File: src/resp_reply_parser_core_defines.svh
// Assertion macros for the files that check their own behavior.
// Each macro expects a clock named clk and an active-low reset named arst_n.
`ifndef RESP_REPLY_PARSER_CORE_DEFINES_SVH
`define RESP_REPLY_PARSER_CORE_DEFINES_SVH

// Same-cycle implication, checked outside reset.
`define RRP_ASSERT_NOW(lbl, ante, cons, msg) \
	lbl: assert property (@(posedge clk) disable iff (!arst_n) (ante) |-> (cons)) \
		else $error(msg);

// Next-cycle implication, checked outside reset.
`define RRP_ASSERT_NEXT(lbl, ante, cons, msg) \
	lbl: assert property (@(posedge clk) disable iff (!arst_n) (ante) |=> (cons)) \
		else $error(msg);

`endif

File: src/rrp_pkg.sv
`timescale 1ns / 1ps

package rrp_pkg;

	// Largest bulk payload length that is accepted.
	localparam int unsigned MAX_PAYLOAD = 65535;

	// Length accumulator: one bit above the largest length marks overflow.
	localparam int unsigned LEN_W    = 17;
	localparam logic [LEN_W-1:0] LEN_MAX = LEN_W'(MAX_PAYLOAD);
	localparam logic [LEN_W-1:0] LEN_SAT = LEN_W'(MAX_PAYLOAD + 1);

	// Width of the packed result data on the output stream.
	localparam int unsigned TDATA_W = 32;

	// Protocol characters.
	localparam logic [7:0] CH_CR     = 8'h0D;
	localparam logic [7:0] CH_PLUS   = 8'h2B;
	localparam logic [7:0] CH_MINUS  = 8'h2D;
	localparam logic [7:0] CH_DOLLAR = 8'h24;
	localparam logic [7:0] CH_COLON  = 8'h3A;
	localparam logic [7:0] CH_O      = 8'h4F;
	localparam logic [7:0] CH_K      = 8'h4B;
	localparam logic [7:0] CH_P      = 8'h50;
	localparam logic [7:0] CH_N      = 8'h4E;
	localparam logic [7:0] CH_G      = 8'h47;
	localparam logic [7:0] CH_ZERO   = 8'h30;
	localparam logic [7:0] CH_ONE    = 8'h31;
	localparam logic [7:0] CH_NINE   = 8'h39;

	// Request kinds.
	localparam logic [2:0] RQ_SET   = 3'd0;
	localparam logic [2:0] RQ_AUTH  = 3'd1;
	localparam logic [2:0] RQ_CHECK = 3'd2;
	localparam logic [2:0] RQ_GET   = 3'd3;
	localparam logic [2:0] RQ_DEL   = 3'd4;

	// Completion status codes.
	localparam logic [1:0] ST_OK     = 2'd0;
	localparam logic [1:0] ST_TYPE   = 2'd1;
	localparam logic [1:0] ST_SERVER = 2'd2;
	localparam logic [1:0] ST_PROTO  = 2'd3;

	// Result item kinds.
	localparam logic ITEM_PAYLOAD = 1'b0;
	localparam logic ITEM_STATUS  = 1'b1;

	// One result item.
	typedef struct packed {
		logic        item_type;
		logic [7:0]  payload_byte;
		logic [1:0]  status;
		logic        null_reply;
		logic [15:0] payload_length;
	} rrp_result_t;

endpackage

File: src/rrp_parse.sv
`timescale 1ns / 1ps

module rrp_parse (
	input  logic               clk,
	input  logic               arst_n,
	input  logic               take,
	input  logic [7:0]         data_byte,
	input  logic [2:0]         expected_reply,
	output logic               res_valid,
	output rrp_pkg::rrp_result_t res
);
	import rrp_pkg::*;

	typedef enum logic [2:0] {
		PH_IDLE,
		PH_LINE,
		PH_END,
		PH_PAYLOAD,
		PH_TCR,
		PH_TLF
	} phase_t;

	typedef enum logic [2:0] {
		MK_OTHER,
		MK_SIMPLE,
		MK_ERROR,
		MK_BULK,
		MK_INT
	} marker_t;

	phase_t            phase_q, phase_d;
	marker_t           marker_q, marker_d;
	logic [2:0]        request_q, request_d;
	logic [3:0]        line_count_q, line_count_d;
	logic [2:0]        flags_q, flags_d;
	logic [LEN_W-1:0]  length_q, length_d;
	logic [15:0]       left_q, left_d;

	logic              is_digit;
	logic [19:0]       length_next;
	logic              simple_ok;

	// Decimal length step: times ten plus the new digit, with saturation.
	assign is_digit    = (data_byte >= CH_ZERO) && (data_byte <= CH_NINE);
	assign length_next = 20'({length_q, 3'b000}) + 20'({length_q, 1'b0})
		+ 20'(data_byte[3:0]);

	// A simple line matches only the exact text for its request.
	assign simple_ok = ((line_count_q == 4'd2) && flags_q[0]
			&& ((request_q == RQ_SET) || (request_q == RQ_AUTH)))
		|| ((line_count_q == 4'd4) && flags_q[1] && (request_q == RQ_CHECK));

	// Next state and result for the byte on the input.
	always_comb begin
		phase_d      = phase_q;
		marker_d     = marker_q;
		request_d    = request_q;
		line_count_d = line_count_q;
		flags_d      = flags_q;
		length_d     = length_q;
		left_d       = left_q;
		res_valid    = 1'b0;
		res          = '0;
		res.item_type = ITEM_STATUS;

		case (phase_q)
			PH_IDLE: begin
				request_d    = expected_reply;
				line_count_d = '0;
				length_d     = '0;
				left_d       = '0;
				flags_d      = '0;
				case (data_byte)
					CH_PLUS: begin
						marker_d = MK_SIMPLE;
						flags_d  = 3'b011;
					end
					CH_MINUS:  marker_d = MK_ERROR;
					CH_DOLLAR: marker_d = MK_BULK;
					CH_COLON:  marker_d = MK_INT;
					default:   marker_d = MK_OTHER;
				endcase
				phase_d = (data_byte == CH_CR) ? PH_END : PH_LINE;
			end

			PH_LINE: begin
				if (data_byte == CH_CR) begin
					phase_d = PH_END;
				end else begin
					if (marker_q == MK_SIMPLE) begin
						if (!(((line_count_q == 4'd0) && (data_byte == CH_O))
								|| ((line_count_q == 4'd1) && (data_byte == CH_K)))) begin
							flags_d[0] = 1'b0;
						end
						if (!(((line_count_q == 4'd0) && (data_byte == CH_P))
								|| ((line_count_q == 4'd1) && (data_byte == CH_O))
								|| ((line_count_q == 4'd2) && (data_byte == CH_N))
								|| ((line_count_q == 4'd3) && (data_byte == CH_G)))) begin
							flags_d[1] = 1'b0;
						end
					end else if (marker_q == MK_BULK) begin
						if ((line_count_q == 4'd0) && (data_byte == CH_MINUS)) begin
							flags_d[0] = 1'b1;
						end
						if ((line_count_q == 4'd1) && (data_byte == CH_ONE)) begin
							flags_d[2] = 1'b1;
						end
						if (is_digit) begin
							if ((length_q > LEN_MAX) || (length_next > 20'(MAX_PAYLOAD))) begin
								length_d = LEN_SAT;
							end else begin
								length_d = length_next[LEN_W-1:0];
							end
						end else begin
							flags_d[1] = 1'b1;
						end
					end
					if (line_count_q != 4'hF) begin
						line_count_d = line_count_q + 4'd1;
					end
				end
			end

			PH_END: begin
				res_valid = 1'b1;
				phase_d   = PH_IDLE;
				case (marker_q)
					MK_SIMPLE: res.status = simple_ok ? ST_OK : ST_TYPE;
					MK_ERROR:  res.status = ST_SERVER;
					MK_INT:    res.status = (request_q == RQ_DEL) ? ST_OK : ST_TYPE;
					MK_BULK: begin
						if (request_q != RQ_GET) begin
							res.status = ST_TYPE;
						end else if (flags_q[0] && flags_q[2]) begin
							res.status     = ST_OK;
							res.null_reply = 1'b1;
						end else if (flags_q[1] || (line_count_q == 4'd0)
								|| (length_q > LEN_MAX)) begin
							res.status = ST_PROTO;
						end else begin
							// Valid length: pass the payload before the status.
							res_valid = 1'b0;
							left_d    = length_q[15:0];
							phase_d   = (length_q != '0) ? PH_PAYLOAD : PH_TCR;
						end
					end
					default: res.status = ST_PROTO;
				endcase
			end

			PH_PAYLOAD: begin
				res_valid        = 1'b1;
				res.item_type    = ITEM_PAYLOAD;
				res.payload_byte = data_byte;
				left_d           = left_q - 16'd1;
				if (left_q == 16'd1) begin
					phase_d = PH_TCR;
				end
			end

			PH_TCR: begin
				phase_d = PH_TLF;
			end

			PH_TLF: begin
				res_valid          = 1'b1;
				res.status         = ST_OK;
				res.payload_length = length_q[15:0];
				phase_d            = PH_IDLE;
			end

			default: begin
				phase_d = PH_IDLE;
			end
		endcase
	end

	// Parser state, advanced once per accepted byte.
	always_ff @(posedge clk or negedge arst_n) begin
		if (!arst_n) begin
			phase_q      <= PH_IDLE;
			marker_q     <= MK_OTHER;
			request_q    <= '0;
			line_count_q <= '0;
			flags_q      <= '0;
			length_q     <= '0;
			left_q       <= '0;
		end else if (take) begin
			phase_q      <= phase_d;
			marker_q     <= marker_d;
			request_q    <= request_d;
			line_count_q <= line_count_d;
			flags_q      <= flags_d;
			length_q     <= length_d;
			left_q       <= left_d;
		end
	end

endmodule

File: src/rrp_obuf.sv
`timescale 1ns / 1ps

module rrp_obuf (
	input  logic                 clk,
	input  logic                 arst_n,
	input  logic                 push,
	input  rrp_pkg::rrp_result_t push_data,
	output logic                 space,
	output logic                 out_valid,
	input  logic                 out_ready,
	output rrp_pkg::rrp_result_t out_data
);
	import rrp_pkg::*;

	logic        out_valid_q;
	rrp_result_t out_data_q;
	logic        skid_valid_q;
	rrp_result_t skid_data_q;
	logic        pop;

	// New requests are taken while the skid slot is free.
	assign space     = !skid_valid_q;
	assign out_valid = out_valid_q;
	assign out_data  = out_data_q;
	assign pop       = out_valid_q && out_ready;

	// Occupancy of the output register and the skid slot.
	always_ff @(posedge clk or negedge arst_n) begin
		if (!arst_n) begin
			out_valid_q  <= 1'b0;
			skid_valid_q <= 1'b0;
		end else if (pop) begin
			if (skid_valid_q) begin
				skid_valid_q <= 1'b0;
			end else begin
				out_valid_q <= push;
			end
		end else if (!out_valid_q) begin
			out_valid_q <= push;
		end else if (push) begin
			skid_valid_q <= 1'b1;
		end
	end

	// Result data follows the occupancy decisions above.
	always_ff @(posedge clk) begin
		if (pop) begin
			if (skid_valid_q) begin
				out_data_q <= skid_data_q;
			end else begin
				out_data_q <= push_data;
			end
		end else if (!out_valid_q) begin
			out_data_q <= push_data;
		end else if (push) begin
			skid_data_q <= push_data;
		end
	end

endmodule

File: src/resp_reply_parser_core.sv
// Reply parser for a key-value server stream. One reply byte enters per request on the
// input stream, with the kind of request it answers in tuser (sampled on the first byte
// of each reply). A byte is accepted in every cycle while the two-entry output stage has
// room; its result, if any, is registered there before it shows on the output stream.
// A bulk reply to a get with a valid length gives one payload item per payload byte,
// then a status item with the length; every other reply gives a single status item on
// the byte after its first CR. MAX_PAYLOAD in the package limits the payload length.
`timescale 1ns / 1ps

`include "resp_reply_parser_core_defines.svh"

module resp_reply_parser_core (
	input  logic        clk,
	input  logic        arst_n,
	input  logic        s_axis_tvalid,
	output logic        s_axis_tready,
	input  logic [7:0]  s_axis_tdata,  // [7:0] data_byte
	input  logic [2:0]  s_axis_tuser,  // [2:0] expected_reply
	output logic        m_axis_tvalid,
	input  logic        m_axis_tready,
	output logic [rrp_pkg::TDATA_W-1:0] m_axis_tdata,
	// m_axis_tdata: [7:0] payload_byte, [9:8] status, [10] null_reply,
	// [26:11] payload_length, [31:27] zero
	output logic        m_axis_tuser   // [0] item_type
);
	import rrp_pkg::*;

	logic        take;
	logic        res_valid;
	rrp_result_t res;
	rrp_result_t out_res;

	assign take = s_axis_tvalid && s_axis_tready;

	// Reply state machine.
	rrp_parse u_parse (
		.clk            (clk),
		.arst_n         (arst_n),
		.take           (take),
		.data_byte      (s_axis_tdata),
		.expected_reply (s_axis_tuser),
		.res_valid      (res_valid),
		.res            (res)
	);

	// Output register with skid slot.
	rrp_obuf u_obuf (
		.clk       (clk),
		.arst_n    (arst_n),
		.push      (take && res_valid),
		.push_data (res),
		.space     (s_axis_tready),
		.out_valid (m_axis_tvalid),
		.out_ready (m_axis_tready),
		.out_data  (out_res)
	);

	// Pack the result fields onto the stream.
	assign m_axis_tuser = out_res.item_type;
	assign m_axis_tdata = {5'b00000, out_res.payload_length, out_res.null_reply,
		out_res.status, out_res.payload_byte};

	// The skid slot fills only behind a held result.
	`RRP_ASSERT_NOW(a_skid_behind_out, !s_axis_tready, m_axis_tvalid,
		"skid slot holds a result while the output register is empty")

	// A full buffer drains one entry when the output is taken.
	`RRP_ASSERT_NEXT(a_skid_drains, !s_axis_tready && m_axis_tready,
		s_axis_tready && m_axis_tvalid, "skid slot did not drain into the output register")

	// Payload items carry no status, null flag or length.
	`RRP_ASSERT_NOW(a_payload_clean, m_axis_tvalid && (m_axis_tuser == ITEM_PAYLOAD),
		m_axis_tdata[26:8] == 19'd0, "payload item with status fields set")

	// A null reply or a nonzero length only comes with an ok status.
	`RRP_ASSERT_NOW(a_status_ok, m_axis_tvalid && (m_axis_tdata[10]
		|| (m_axis_tdata[26:11] != 16'd0)), m_axis_tdata[9:8] == ST_OK,
		"null reply or length given with an error status")

endmodule

File: config.mk
export PLATFORM = sky130hd
export DESIGN_NAME = resp_reply_parser_core
export DESIGN_NICKNAME = d
export VERILOG_FILES = /design/src/rrp_pkg.sv /design/src/rrp_parse.sv /design/src/rrp_obuf.sv /design/src/resp_reply_parser_core.sv
export VERILOG_INCLUDE_DIRS = /design/src /design/src/src
export SDC_FILE = /design/constraint.sdc
export NUM_CORES = 1
export LEC_CHECK = 0
export BUFFER_PORTS_ARGS = -buffer_cell sky130_fd_sc_hd__buf_2
export CORE_ASPECT_RATIO = 1.75
export CORE_MARGIN = 3
export CORE_UTILIZATION = 55
export CTS_CLUSTER_SIZE = 10
export DETAILED_ROUTE_END_ITERATION = 6
export PLACE_DENSITY = 0.8
export SYNTH_ARGS = -nofsm -noshare
export SYNTH_HDL_FRONTEND = slang
export SYNTH_SLANG_ARGS = --single-unit
File: constraint.sdc
create_clock -name clk -period 3.6 [get_ports clk]
set_clock_uncertainty 0.2 [all_clocks]
set_input_delay 0.72 -clock clk [delete_from_list [all_inputs] [get_ports clk]]
set_output_delay 0.72 -clock clk [all_outputs]
set_load 0.01 [all_outputs]
==> impl_summary.md <==
Timing
The headroom to the max-slew limit is 44.4%. Setup repair after global routing left no endpoint under its margin. The final count of pins violating max slew is 0. The post-route fraction of the period consumed by the critical path is ~93%. The number of hold violations in the final report came to 0. The smallest clock period supported by the final layout is computed as roughly 3.3 ns. Static timing analysis puts the maximum clock frequency at roughly 0.30 GHz. Setup violations remaining at the end of the flow were counted as 0.

For the pin with the worst max-slew slack, the measured transition is 0.833 ns. Once routing completed, OpenROAD measured the worst setup slack at 0.268 ns.

Yosys
The synthesized netlist occupies a cell area of ~6300 sq um. The count of cell types in the netlist is between 60 and 70. Sequential elements use about 47% of the synthesized area. The library cell with the largest summed area after synthesis is sky130_fd_sc_hd__edfxtp_1.

In this run the biggest area consumer among cell types represents about a quarter of the synthesized area. In the synthesized netlist the dominant register cell turns out to be sky130_fd_sc_hd__edfxtp_1. The synthesized netlist cell count is roughly 610.

The most used standard cell by instance count after synthesis is sky130_fd_sc_hd__edfxtp_1. The synthesized design contains around 110 register bits. Sorting the synthesized cells by area gives the leading types as sky130_fd_sc_hd__edfxtp_1, sky130_fd_sc_hd__dfrtp_1, sky130_fd_sc_hd__ha_1.

The count of synthesis-stage warnings from yosys is 0. The count of flip-flops with a built-in enable after synthesis is 56. In the synthesized netlist the async set-or-reset flop fraction comes to 47.7%. Counting instances in the post-synthesis netlist gives the leading cell types as sky130_fd_sc_hd__edfxtp_1, sky130_fd_sc_hd__nand2_1, sky130_fd_sc_hd__dfrtp_1.

A synthesized cell averages around 10 sq um.

Setup path
Of all nets on the critical path, the largest fanout is 16. The register-to-register setup slack is ~0.27 ns. Together, buffers and inverters on the worst path number 3. The critical path endpoint category is a flop. The family with the most delay on the worst path is compound AO/OA/AOI/OAI gates. For the worst setup path, the data arrival time is about 3.4 ns. The worst setup path is of the reg -> reg kind.

Data on the critical path is required at its endpoint by ~3.7 ns. For this run, the slowest stage of the critical path takes slightly above 0.5 ns. The worst setup path is launched from a flop.

The cell with the most instances on the worst path is sky130_fd_sc_hd__inv_1. For this design, the slowest cell found on the critical path is sky130_fd_sc_hd__fa_1. The signal on the critical path passes through inv_1 > fa_1 > inv_1 > ha_1 > a211oi_2 > o211ai_1 > a21oi_1 > o21ai_1 > mux2i_1 > a2111oi_4 > buf_12 > a22o_1.

Routing
The count of antenna-violating nets left after detailed routing is 0. In the routed design, unresolved DRC markers number 0. The post-detailed-routing wire length is 14700 um. The routed wire length per instance is roughly 19 um. Across all layers, the routed design uses ~5000 vias.

Dividing the detail-routed via count by the number of cells gives between 6 and 7. For this block, the initial DRC count from the detailed router was 464. The pre-antenna-repair detailed-routing pass consisted of 6 iterations.

Power and ir drop
Sequential cells burn a little over two fifths of the power. The static leakage power is 0.00321 uW. The maximum vdd ir drop is approximately 0.54 mV. The internal power is about 2800 uW.

The power density over the cells is between 600 and 700 nW/um^2. Net switching is roughly 37% of the power. The combinational share of power is 34.1%.

The clock group share of total power is between 20% and 30%. In this run the power spent charging and discharging nets is roughly 1700 uW.

Clocking
The H-tree was split into 3 levels. Buffers inserted to repair hold after CTS numbered 0. In this run the clock root is driven by a sky130_fd_sc_hd__clkbuf_16. At the later pin of the worst-skew pair, clock insertion delay measures approximately 0.35 ns. Counting along the longest clock path gives a buffer depth of 2. The sink count of the clock tree is roughly 110. The TritonCTS clock tree is built. The total of cells resized after clock tree synthesis is 0.

The clock transition at the registers of the reported paths is ~0.08 ns. Buffers added to address setup during post-CTS repair amount to 0. In this run, CTS created clock tree buffers numbering 9.

Die
The vertical die dimension is approximately 150 um. The placeable core region is 11200 sq um. The die covers roughly 13000 sq um. From left edge to right edge, the die measures about 87 um.

Once the floorplan was initialized, standard cells occupied a little under three fifths of the core. The floorplan has between 50 and 60 rows. The number of primary I/O pins is 50.

Placed design
The area after detailed placement is between 6000 and 7000 sq um. The HPWL reported at the end of detailed placement is 10900 um. The congestion estimate from routability-driven global placement came to between 0.9 and 1.

Prior to clock tree synthesis, the placed netlist has a worst setup slack of -0.0320 ns. The port buffer count is 44.

Run
Max-cap violations in this run came to 0.

Global route
Entering global routing, the biggest net connects 35 pins. In the global route stage, overall resource usage came out at approximately 24%. The initial antenna violation count is 0. The global-route wire length before repair is 24600 um. The total overflow left after global routing is 0.

The via count of the first global-routing pass is about 4900.

Layout
The sequential cells in the finished layout cover a total of 2960 sq um. Summing all multi-input logic gate instances after layout gives ~3200 sq um. The count of fill cells added during filler insertion is between 800 and 900. Measured on the finished design, the core utilization comes to approximately 63%.

0 antenna diodes ended up in the layout. The fraction of layout cells with a size suffix above 1 is between 15 and 20%. The area growth from synthesis to layout is 12.2%.

After the last flow step, the layout net total stands at around 720. Once layout is done, the placed cells without fillers occupy approximately 7100 sq um.

Status
The flow ran to the end, and the final reports show no timing, DRC or antenna violations.

Hold path
The class of the tightest hold or removal check is in -> async.
[logic make-up (layout without fill, tap and decap cells)]
group | count (synthesis) | count (layout) | share of synthesized area (%)
fa+ha+maj | 41 | 41 | 8.37
other cells | 1 | 5 | 0.0595
xor+xnor | 14 | 14 | 1.94
simple gates | 203 | 203 | 16.3
buf+inv | 48 | 101 | 3.51
compound gates | 158 | 158 | 16.7
flops | 107 | 107 | 46.9
mux | 35 | 35 | 6.15
[area by class of cell]
type	count	area share [%]
multi-input cells	456	44.8
flip-flops and latches	107	41.8
repair buffers	67	5.73
clock buffers	9	3.18
well taps	132	2.33
clock inverters	7	1.17
inverters	18	0.955
[flip-flops by register name, indices dropped and copies added, names as in the netlist, 3 cells and up]
name and cells:
u_obuf.skid_data_q 28, u_parse.marker_q 3, u_obuf.out_data 28, u_parse.request_q 3, u_parse.phase_q 3, u_parse.left_q 16, u_parse.line_count_q 4, u_parse.length_q 17
u_parse.flags_q 3
[stage by stage]
stage / TNS, ns / total power (uW) / hold WS (ns) / instances
floorplan: 0 / 2930 / 0.224 / 611
global placement: 0 / 3340 / 0.262 / 780
detailed placement: -0.244 / 3420 / 0.266 / 780
CTS: 0 / 4440 / 0.282 / 796
global route: 0 / 4720 / 0.305 / 796
finish: 0 / 4440 / 0.251 / 796
[final timing paths]
| kind | startpoint | end | cells after the start |
|---|---|---|---|
| max in group asynchronous | arst_n | u_parse.length_q[9] | 2 |
| min in group clk | u_obuf.skid_valid_q | u_obuf.skid_valid_q | 1 |
| worst max-delay path | u_parse.length_q[0] | u_parse.length_q[3] | 12 |
| worst min register to register | u_obuf.skid_valid_q | u_obuf.skid_valid_q | 1 |
| worst min-delay path | arst_n | u_parse.flags_q[0] | 1 |
| worst max register to register | u_parse.length_q[0] | u_parse.length_q[3] | 12 |
[layer usage]
metal  wire length (um)  up-vias  global-route usage, %  share of wire (%)
met3                670       30                   3.18                4.5
met4                353        0                   8.50                2.4
met2               7750      179                   41.5                 53
li1                   -     2361                      -                  -
met1               5960     2432                   30.8                 40
met5                  0        -                      0                  0
[power by group through the flow]
stage,clock (uW),sequential (uW),combinational [uW]
6_report,1020,1910,1520
5_1_grt,1080,1950,1690
4_1_cts,1030,1910,1510
3_5_place_dp,0,1930,1490
3_3_place_gp,0,1910,1430
2_1_floorplan,0,1930,993
[cells in the final DEF (no fill, tap or decap), types with 7 or more instances in the layout]
master	instances
sky130_fd_sc_hd__edfxtp_1	56
sky130_fd_sc_hd__nand2_1	54
sky130_fd_sc_hd__dfrtp_1	51
sky130_fd_sc_hd__nor2_1	45
sky130_fd_sc_hd__buf_2	44
sky130_fd_sc_hd__o21ai_0	41
sky130_fd_sc_hd__a21oi_1	39
sky130_fd_sc_hd__ha_1	39
sky130_fd_sc_hd__mux2_2	30
sky130_fd_sc_hd__and3_1	24
sky130_fd_sc_hd__buf_4	22
sky130_fd_sc_hd__a22o_1	18
sky130_fd_sc_hd__inv_1	16
sky130_fd_sc_hd__nor3_1	10
sky130_fd_sc_hd__xor2_1	9
sky130_fd_sc_hd__clkbuf_16	9
sky130_fd_sc_hd__nor2b_1	8
sky130_fd_sc_hd__nand4_1	8
sky130_fd_sc_hd__nor4_1	8
sky130_fd_sc_hd__nand3_1	8
sky130_fd_sc_hd__o211ai_1	8
sky130_fd_sc_hd__nand2b_1	7
sky130_fd_sc_hd__or3_1	7
sky130_fd_sc_hd__a211oi_1	7
Note: power is estimated with default switching activity, not from simulation.
